[src/design/obrw_pkg.sv]
// Shared types and constants for the ordered batch ring writer.
// No dependencies; used by every module of the block except obrw_ram.
`timescale 1ns / 1ps

package obrw_pkg;

    localparam int CAPACITY      = 64;
    localparam int PAYLOAD_WIDTH = 32;
    localparam int RING_AW       = $clog2(CAPACITY);
    localparam int ENTRY_W       = 64 + PAYLOAD_WIDTH;
    localparam int FREE_W        = 7;

    typedef enum logic [1:0] {
        KIND_BEGIN  = 2'd0,
        KIND_APPEND = 2'd1,
        KIND_COMMIT = 2'd2,
        KIND_ABORT  = 2'd3
    } kind_t;

    typedef enum logic [2:0] {
        ST_OK         = 3'd0,
        ST_BAD        = 3'd1,
        ST_OVERFLOW   = 3'd2,
        ST_ORDER      = 3'd3,
        ST_INCOMPLETE = 3'd4
    } status_t;

    typedef enum logic [1:0] {
        S_IDLE   = 2'd0,
        S_EXEC   = 2'd1,
        S_READ   = 2'd2,
        S_REPORT = 2'd3
    } ctrl_state_t;

    // controller -> datapath
    typedef struct packed {
        logic load_in;
        logic exec;
        logic apply_begin;
        logic report;
    } cmd_t;

    // datapath -> controller
    typedef struct packed {
        logic need_read;
        logic out_free;
    } sts_t;

endpackage

[src/design/obrw_ctrl.sv]
// Sequencer for the ring writer: accept, execute, optional floor read, report.
// Depends on obrw_pkg.
`timescale 1ns / 1ps

module obrw_ctrl (
    input  logic          clk,
    input  logic          rst_n,
    input  logic          in_valid,
    output logic          in_ready,
    input  obrw_pkg::sts_t sts,
    output obrw_pkg::cmd_t cmd
);

    obrw_pkg::ctrl_state_t state_reg;
    obrw_pkg::ctrl_state_t state_next;

    always_ff @(posedge clk or negedge rst_n)
    begin
        if (!rst_n)
        begin
            state_reg <= obrw_pkg::S_IDLE;
        end
        else
        begin
            state_reg <= state_next;
        end
    end

    always_comb
    begin
        state_next      = state_reg;
        cmd             = '0;
        in_ready        = 1'b0;
        case (state_reg)
            obrw_pkg::S_IDLE:
            begin
                in_ready = 1'b1;
                if (in_valid)
                begin
                    cmd.load_in = 1'b1;
                    state_next  = obrw_pkg::S_EXEC;
                end
            end
            obrw_pkg::S_EXEC:
            begin
                cmd.exec = 1'b1;
                // a successful begin needs the ram word below the write index
                state_next = sts.need_read ? obrw_pkg::S_READ : obrw_pkg::S_REPORT;
            end
            obrw_pkg::S_READ:
            begin
                cmd.apply_begin = 1'b1;
                state_next      = obrw_pkg::S_REPORT;
            end
            obrw_pkg::S_REPORT:
            begin
                if (sts.out_free)
                begin
                    cmd.report = 1'b1;
                    state_next = obrw_pkg::S_IDLE;
                end
            end
            default:
            begin
                state_next = obrw_pkg::S_IDLE;
            end
        endcase
    end

endmodule

[config.mk]
export PLATFORM = sky130hd
export DESIGN_NAME = obrw_ctrl
export DESIGN_NICKNAME = d
export VERILOG_FILES = /design/src/design/obrw_pkg.sv /design/src/design/obrw_ctrl.sv
export SDC_FILE = /design/constraint.sdc
export NUM_CORES = 1
export LEC_CHECK = 0
export ABC_CLOCK_PERIOD_IN_PS = 4300
export BUFFER_PORTS_ARGS = -buffer_cell sky130_fd_sc_hd__buf_2
export CAP_MARGIN = 30
export CORE_AREA = 4 4 41 43
export CTS_CLUSTER_SIZE = 8
export DETAILED_ROUTE_END_ITERATION = 6
export DIE_AREA = 0 0 45 47
export GPL_ROUTABILITY_DRIVEN = 0
export PLACE_DENSITY_LB_ADDON = 0.12
export SYNTH_ARGS = -nofsm -noshare
export SYNTH_HDL_FRONTEND = slang
export SYNTH_SLANG_ARGS = --single-unit
[constraint.sdc]
create_clock -name clk -period 4.3 [get_ports clk]
set_clock_uncertainty 0.15 [all_clocks]
set_input_delay 0.86 -clock clk [delete_from_list [all_inputs] [get_ports clk]]
set_output_delay 0.86 -clock clk [all_outputs]
set_load 0.02 [all_outputs]
==> flow_summary.json, run 1 <==
{
  "outcome": "finished, final reports clean",
  "viasPerCell": 3.489,
  "finish.net_count": 41,
  "hpwl_um": 326.6,
  "antenna_found_initial": 0,
  "worstMarginPinSlew_ns": 0.1944,
  "syn_area_per_cell_um2": 10.29,
  "p_leak_uw": 0.0001592,
  "switching_share": 0.4253,
  "finalWirelength_um": 395,
  "stdcell_area_um2": 271.5,
  "die_y_um": 47,
  "cts_made_buffers": 3,
  "rsz0062_at_grt": "no",
  "seqPwrFrac": 0.210,
  "setup_violations": 0,
  "cts-root-buf": "clkbuf_4",
  "drv_slew": 0,
  "grt_pass1_wl_um": 648,
  "rows": 13,
  "stdcell_count": 45,
  "cap_violations": 0,
  "mappedNetlistArea_um2": 185.2,
  "antenna_cells": 0,
  "comb_power_share": 0.595,
  "synthCells": 18,
  "numPortBuffers": 9,
  "clk_pin_slew_worst_paths_ns": 0.03,
  "drc": 0,
  "synth_seq_cells": 2,
  "grt_pass1_vias": 183,
  "clockPowerShare": 0.195,
  "drtAntennaViolNets": 0,
  "finalCriticalPeriod_ns": 2.283,
  "syn_nets": 27,
  "worstSetupPathType": "input pin to primary output",
  "fill_cells": 162,
  "grt_usage": 0.04968,
  "yosysSeqAreaShare": 0.2703,
  "cts_sinks": 2,
  "ys_warn_count": 0,
  "dp.cells": 42,
  "p_sw_uw": 88.38,
  "grt_overflow_total": 0,
  "area_growth_pct": 46.62,
  "dpl_cell_area_um2": 249.0,
  "drtPass1Iterations": 2,
  "arrival_ns": 1.27,
  "cts_tree": "yes",
  "post_drt_wl_per_cell_um": 8.778,
  "hold_viol_final": 0,
  "clock_latency_ns": 0.22,
  "max-vdd-ir-drop_mv": 0.1556,
  "min-delay-path-class": "input pin to async pin",
  "cts_resized": 0,
  "drive_gt1_frac": 0.5000,
  "hold_buffers": 0,
  "top_level_ports": 10,
  "seq_area_um2": 50.05,
  "critPathLaunchType": "input pin",
  "largest_reg_flops": 2,
  "powerDensity_mw_per_mm2": 765.4,
  "worstPathMaxFanout": 2,
  "grt_max_degree": 6,
  "relSlewSlack": 0.8693,
  "die_w_um": 45,
  "cts_max_level": 1,
  "postCtsSetupRepairBufs": 0,
  "p_int_uw": 119.4,
  "multi_input_area_um2": 123.9,
  "cp-end-kind": "primary output",
  "vias": 157,
  "whs_ns": 0.2666,
  "synth.distinct_cells": 11,
  "core_mm2": 0.001301,
  "initialDrtViolationCount": 2,
  "required_ns": 3.29,
  "fin_crit_sh": 0.5309,
  "dieArea_mm2": 0.002115,
  "setup_tns_ns": 0,
  "clk_path_buf_depth": 2,
  "maxClockFrequency_mhz": 438.0,
  "start_util": 0.1423
}
==> final cells by class <==
type,count,area share
inverters,3,0.04147
clock buffers,3,0.08295
well taps,15,0.06912
flip-flops and latches,2,0.1843
multi-input cells,13,0.4562
repair buffers,9,0.1659
==> final timing paths <==
check                                              start                  endpoint  slack [ns]  cells after the start
min in group clk                state_reg[0]$_DFFE_PN0P_  state_reg[0]$_DFFE_PN0P_        0.40                      1
worst min-delay path                               rst_n  state_reg[0]$_DFFE_PN0P_        0.27                      1
worst min register to register  state_reg[0]$_DFFE_PN0P_  state_reg[0]$_DFFE_PN0P_        0.40                      1
worst max-delay path                              sts[0]                    cmd[0]        2.02                      3
worst max register to register  state_reg[0]$_DFFE_PN0P_  state_reg[1]$_DFFE_PN0P_        2.79                      4
max in group asynchronous                          rst_n  state_reg[1]$_DFFE_PN0P_        3.64                      1
==> through the flow <==
| stage | setup slack, ns | total power (uW) | util |
|---|---|---|---|
| finish | 2.017 | 207.8 | 0.2087 |
| global route | 1.928 | 231.4 | 0.2087 |
| CTS | 2.010 | 215.3 | 0.2087 |
| detailed placement | 2.012 | 171.5 | 0.1913 |
| global placement | 2.022 | 170.4 | 0.1913 |
| floorplan | 2.210 | 140.0 | - |
==> power groups by stage <==
stage	combinational [uW]	sequential, uW	clock, uW
floorplan	100	39.8	0
global placement	126	44.4	0
detailed placement	127	44.6	0
CTS	127	44.3	43.6
global route	140	45.9	45.6
finish	124	43.6	40.5
==> logic make-up (layout without fill, tap and decap cells) <==
group | Yosys count | after routing | share of synthesized area
AND/OR/NAND/NOR | 5 | 5 | 0.1959
adder cells (fa/ha/maj) | 4 | 4 | 0.2703
AO/OA/AOI/OAI | 3 | 3 | 0.1216
buffers and inverters | 3 | 15 | 0.06081
flip-flops | 2 | 2 | 0.2703
multiplexers | 1 | 1 | 0.08106
==> cell usage in the layout, fill, tap and decap left out <==
cell / count
inv_1: 2
dfrtp_1: 2
nor2b_1: 1
buf_2: 9
o31ai_1: 2
and2_1: 2
clkbuf_4: 3
nor2_1: 1
a21o_1: 1
mux2_4: 1
inv_2: 1
ha_1: 4
nor2b_4: 1
==> worst max-delay path, stage by stage <==
cell and delay, ns:
buf_2 0.12, and2_1 0.14, buf_2 0.15
==> synth_stat cells, drive strengths merged <==
| master | count | area share |
|---|---|---|
| ha | 4 | 0.27 |
| inv | 3 | 0.061 |
| and2 | 2 | 0.068 |
| dfrtp | 2 | 0.27 |
| nor2b | 2 | 0.11 |
| o31ai | 2 | 0.081 |
| a21o | 1 | 0.041 |
| mux2 | 1 | 0.081 |
| nor2 | 1 | 0.020 |
==> per-layer routing <==
layer / global-route usage / share of wire
met5: 0 / 0
met1: 0.04525 / 0.40
met2: 0.06780 / 0.52
met3: 0.003831 / 0.078
met4: 0.1053 / 0
Power figures use the tool's default switching activity.
==> run 2: changes to the inputs <==
--- a/config.mk
+++ b/config.mk
@@ -5,7 +5,7 @@
 export SDC_FILE = /design/constraint.sdc
 export NUM_CORES = 1
 export LEC_CHECK = 0
-export ABC_CLOCK_PERIOD_IN_PS = 4300
+export ABC_CLOCK_PERIOD_IN_PS = 2000
 export BUFFER_PORTS_ARGS = -buffer_cell sky130_fd_sc_hd__buf_2
 export CAP_MARGIN = 30
 export CORE_AREA = 4 4 41 43
==> constraint.sdc (replaced) <==
create_clock -name clk -period 2 [get_ports clk]
set_clock_uncertainty 0.15 [all_clocks]
set_input_delay 0.4 -clock clk [delete_from_list [all_inputs] [get_ports clk]]
set_output_delay 0.4 -clock clk [all_outputs]
set_load 0.02 [all_outputs]
==> run 2 against run 1 <==
Compared with the run above: first-iteration DRC count shrank 100%; clock-buffer cell count is the same; via count up 8.9%; register-to-register slack worse by 2.3 ns; sequential power up 120%; global-route usage grew 0.72 points.
==> flow_summary.json, run 2 (synthesis gave the netlist of run 1 again) <==
{
  "clk_pin_slew_worst_paths_ns": 0.03,
  "wl_met1_um": 151,
  "setup_violations": 0,
  "numPortBuffers": 9,
  "finalCriticalPeriod_ns": 1.816,
  "grt_usage": 0.05687,
  "cts-root-buf": "clkbuf_4",
  "grt_overflow_total": 0,
  "critPathLaunchType": "flop",
  "path_delay_family": "flip-flops",
  "cts_tree": "yes",
  "finalWirelength_um": 408,
  "drc": 0,
  "max-vdd-ir-drop_mv": 0.5174,
  "hold_viol_final": 0,
  "p_total_uw": 453.1,
  "p_leak_uw": 0.0001634,
  "antenna_cells": 0,
  "setup_tns_ns": 0,
  "grt_max_degree": 6,
  "required_ns": 1.45,
  "cts_sinks": 2,
  "worstPathCellList": "inv_1 > ha_1 > and2_1 > buf_2",
  "drtPass1Iterations": 1,
  "clock_latency_ns": 0.23,
  "cts_max_level": 1,
  "dpl_cell_area_um2": 249.0,
  "antenna_found_initial": 0,
  "cap_violations": 0,
  "wl_met2_um": 180,
  "route.met3.wl_um": 36,
  "top_level_ports": 10,
  "fill_cells": 156,
  "routed.top_layer": "met4",
  "grt_pass1_vias": 189,
  "viasPerCell": 3.717,
  "min-delay-path-class": "input pin to async pin",
  "die_w_um": 45,
  "fin_crit_sh": 0.9082,
  "drtAntennaViolNets": 0,
  "layout_commonest_cell": "buf_2",
  "core_mm2": 0.001301,
  "crit_slowest_cell": "dfrtp_1",
  "maxClockFrequency_mhz": 550.5,
  "area_growth_pct": 52.03,
  "drive_gt1_frac": 0.4839,
  "clk_path_buf_depth": 2,
  "worst-path-buf-inv": 2,
  "largest_reg_flops": 2,
  "whs_ns": 0.3323,
  "start_util": 0.1423,
  "postCtsSetupRepairBufs": 0,
  "die_y_um": 47,
  "cts_made_buffers": 3,
  "initialDrtViolationCount": 0,
  "stdcell_area_um2": 281.5,
  "worstPathMaxFanout": 5,
  "vias": 171,
  "r2r_slack_ns": 0.49,
  "rows": 13,
  "relSlewSlack": 0.8657,
  "post_drt_wl_per_cell_um": 8.870,
  "powerDensity_mw_per_mm2": 1610,
  "dieArea_mm2": 0.002115,
  "rsz0062_at_grt": "no",
  "worstSetupPathType": "flop to primary output",
  "mostFrequentLayoutCells": "buf_2, ha_1, clkbuf_4",
  "finish.net_count": 42,
  "outcome": "finished, final reports clean",
  "grt_pass1_wl_um": 731,
  "drv_slew": 0,
  "arrival_ns": 1.27,
  "cp-end-kind": "primary output",
  "worstMarginPinSlew_ns": 0.1998,
  "crit_path_max_incr_delay_ns": 0.42
}
-- run 2: layout make-up --
class,count,area [um^2],share of cell area
Clock buffer,3,22.52,0.08000
Inverter,3,11.26,0.04000
Sequential cell,2,50.05,0.1778
Timing Repair Buffer,10,55.05,0.1956
Multi-Input combinational cell,13,123.9,0.4400
Tap cell,15,18.77,0.06667
-- run 2: worst paths after layout --
path	startpoint	endpoint	depth (start not counted)
min in group clk	sts[1]	state_reg[0]$_DFFE_PN0P_	4
worst min register to register	state_reg[0]$_DFFE_PN0P_	state_reg[0]$_DFFE_PN0P_	1
worst max register to register	state_reg[0]$_DFFE_PN0P_	state_reg[1]$_DFFE_PN0P_	4
max in group asynchronous	rst_n	state_reg[1]$_DFFE_PN0P_	2
worst max-delay path	state_reg[0]$_DFFE_PN0P_	cmd[3]	4
worst min-delay path	rst_n	state_reg[0]$_DFFE_PN0P_	2
-- run 2: repair_timing --
action / 4_1_cts / 5_1_grt
hold endpoints to repair: 2 / 0
hold buffers: 1 / 0
resized for setup: 0 / 0
-- run 2: worst register-to-register path, stage by stage, from the launching register on --
cell and delay (ns):
dfrtp_1 0.42, ha_1 0.23, nor2b_4 0.13, a21o_1 0.17, mux2_4 0.29
-- run 2: through the flow --
stage                     cells    util  setup WS [ns]
after floorplan              18       -         0.3704
after global placement       42  0.1913         0.4092
after detailed placement     42  0.1913         0.4181
after CTS                    46  0.2163         0.1729
after global routing         46  0.2163        0.08760
final                        46  0.2163         0.1836
-- run 2: power breakdown --
group          leakage (uW)  internal (uW)  switching (uW)
Clock             0.0000138           66.4            25.9
Combinational      0.000126            128             139
Sequential        0.0000237           63.9            30.5
-- run 2: routing by layer --
| metal | GRT usage | up-vias |
|---|---|---|
| li1 | - | 84 |
| met1 | 0.05682 | 74 |
| met2 | 0.07062 | 9 |
| met3 | 0.003831 | 4 |
| met4 | 0.1228 | 0 |
| met5 | 0 | - |
==> run 3: changes to the inputs <==
--- a/config.mk
+++ b/config.mk
@@ -14,6 +14,7 @@
 export DIE_AREA = 0 0 45 47
 export GPL_ROUTABILITY_DRIVEN = 0
 export PLACE_DENSITY_LB_ADDON = 0.12
+export RECOVER_POWER = 25
 export SYNTH_ARGS = -nofsm -noshare
 export SYNTH_HDL_FRONTEND = slang
 export SYNTH_SLANG_ARGS = --single-unit
==> run 3 against run 2 <==
Compared with the run above: die area did not move; utilization decreased by 0.096 points; design area down 0.44%; worst setup slack stayed put; total power about the same; register-to-register slack barely moved; clock power hardly changed; global-route usage is the same; sequential power hardly changed; via count unchanged; non-clock buffer count is the same; critical path type unchanged; critical endpoint unchanged; highest routed layer unchanged.
==> flow_summary.json, run 3 (synthesis gave the netlist of run 1 again) <==
{
  "dp.cells": 42,
  "setup_violations": 0,
  "seqPwrFrac": 0.208,
  "cts_sinks": 2,
  "outcome": "finished, final reports clean",
  "relSlewSlack": 0.8657,
  "start_util": 0.1423,
  "grt_max_degree": 6,
  "stdcell_count": 46,
  "rows": 13,
  "area_growth_pct": 51.35,
  "drtPass1Iterations": 1,
  "min-delay-path-class": "input pin to async pin",
  "finalCriticalPeriod_ns": 1.816,
  "post_drt_wl_per_cell_um": 8.826,
  "p_leak_uw": 0.0001607,
  "grt_usage": 0.05687,
  "drtAntennaViolNets": 0,
  "r2r_cells": 4,
  "clk_pin_slew_worst_paths_ns": 0.03,
  "setup_tns_ns": 0,
  "worstReg2RegEnd": "state_reg[1]$_DFFE_PN0P_",
  "worstSetupPathType": "flop to primary output",
  "grt_pass1_wl_um": 731,
  "rsz0062_at_grt": "no",
  "viasPerCell": 3.717,
  "initialDrtViolationCount": 0,
  "arrival_ns": 1.27,
  "whs_ns": 0.3335,
  "drc": 0,
  "p_sw_uw": 195.1,
  "switching_share": 0.4309,
  "p_total_uw": 452.9,
  "grt_pass1_vias": 189,
  "cts_tree": "yes",
  "finish.net_count": 42,
  "worstPathMaxFanout": 5,
  "fill_cells": 157,
  "cts_max_level": 1,
  "largest_reg_flops": 2,
  "grt_overflow_total": 0,
  "cts_made_buffers": 3,
  "critPathLaunchType": "flop",
  "p_int_uw": 257.8,
  "dieArea_mm2": 0.002115,
  "cap_violations": 0,
  "postCtsSetupRepairBufs": 0,
  "cts-root-buf": "clkbuf_4",
  "required_ns": 1.45,
  "clk_path_buf_depth": 2,
  "drive_gt1_frac": 0.4516,
  "die_w_um": 45,
  "antenna_found_initial": 0,
  "max-vdd-ir-drop_mv": 0.5173,
  "rr_startpoint": "state_reg[0]$_DFFE_PN0P_",
  "powerDensity_mw_per_mm2": 1616,
  "layout_commonest_cell": "buf_2",
  "vias": 171,
  "cp-startpoint": "state_reg[0]$_DFFE_PN0P_",
  "cts_resized": 0,
  "mostFrequentLayoutCells": "buf_2, ha_1, clkbuf_4",
  "core_mm2": 0.001301,
  "hold_viol_final": 0,
  "numPortBuffers": 9,
  "antenna_cells": 0,
  "cp-end-kind": "primary output",
  "comb_power_share": 0.588,
  "finalWirelength_um": 406,
  "worstMarginPinSlew_ns": 0.1998,
  "fin_crit_sh": 0.9082,
  "die_y_um": 47,
  "r2r_slack_ns": 0.49,
  "clock_latency_ns": 0.23,
  "clockPowerShare": 0.204,
  "maxClockFrequency_mhz": 550.5,
  "drv_slew": 0,
  "top_level_ports": 10
}
run 3: final cells by class:
class,instances,area [um^2],share of cell area
Clock buffer,3,22.52,0.08036
Sequential cell,2,50.05,0.1786
Inverter,3,11.26,0.04018
Timing Repair Buffer,10,53.80,0.1920
Multi-Input combinational cell,13,123.9,0.4420
Tap cell,15,18.77,0.06696
run 3: worst max path at each step:
| stage | slack, ns | endpoint | cells past startpoint |
|---|---|---|---|
| after global routing | 0.09 | cmd[3] | 4 |
| after floorplan | 0.37 | cmd[3] | 3 |
| after CTS | 0.17 | cmd[3] | 4 |
| final | 0.18 | cmd[3] | 4 |
| after detailed placement | 0.42 | cmd[3] | 4 |
| after global placement | 0.41 | cmd[3] | 4 |
run 3: routing by layer:
metal | routed length, um | global-route usage | vias up
met3 | 36 | 0.003831 | 4
met4 | 39 | 0.1228 | 0
li1 | - | - | 84
met5 | 0 | 0 | -
met2 | 180 | 0.07062 | 9
met1 | 149 | 0.05682 | 74
run 3: what timing repair did:
| action | in CTS | in global routing |
|---|---|---|
| endpoints found under the hold margin | 2 | 0 |
| setup endpoints to repair | 0 | 0 |
| hold buffers | 1 | 0 |
run 3: power groups by stage:
stage               Combinational [uW]  Sequential (uW)  Clock [uW]
finish                             266             94.4        92.4
global route                       299             99.9        99.3
CTS                                273             94.3        97.7
detailed placement                 270             95.0           0
global placement                   271             97.5           0
floorplan                          215             85.5           0
run 3: per-stage QoR:
| step | utilization | cell area, um^2 | setup WS, ns |
|---|---|---|---|
| 2_1_floorplan | - | 185.2 | 0.3704 |
| 3_3_place_gp | 0.1913 | 249.0 | 0.4092 |
| 3_5_place_dp | 0.1913 | 249.0 | 0.4181 |
| 4_1_cts | 0.2163 | 281.5 | 0.1729 |
| 5_1_grt | 0.2154 | 280.3 | 0.08760 |
| 6_report | 0.2154 | 280.3 | 0.1836 |
run 3: worst max-delay path, stage by stage, from the launching register on:
cell,delay (ns)
dfrtp_1,0.42
inv_1,0.08
ha_1,0.24
and2_1,0.14
buf_2,0.15
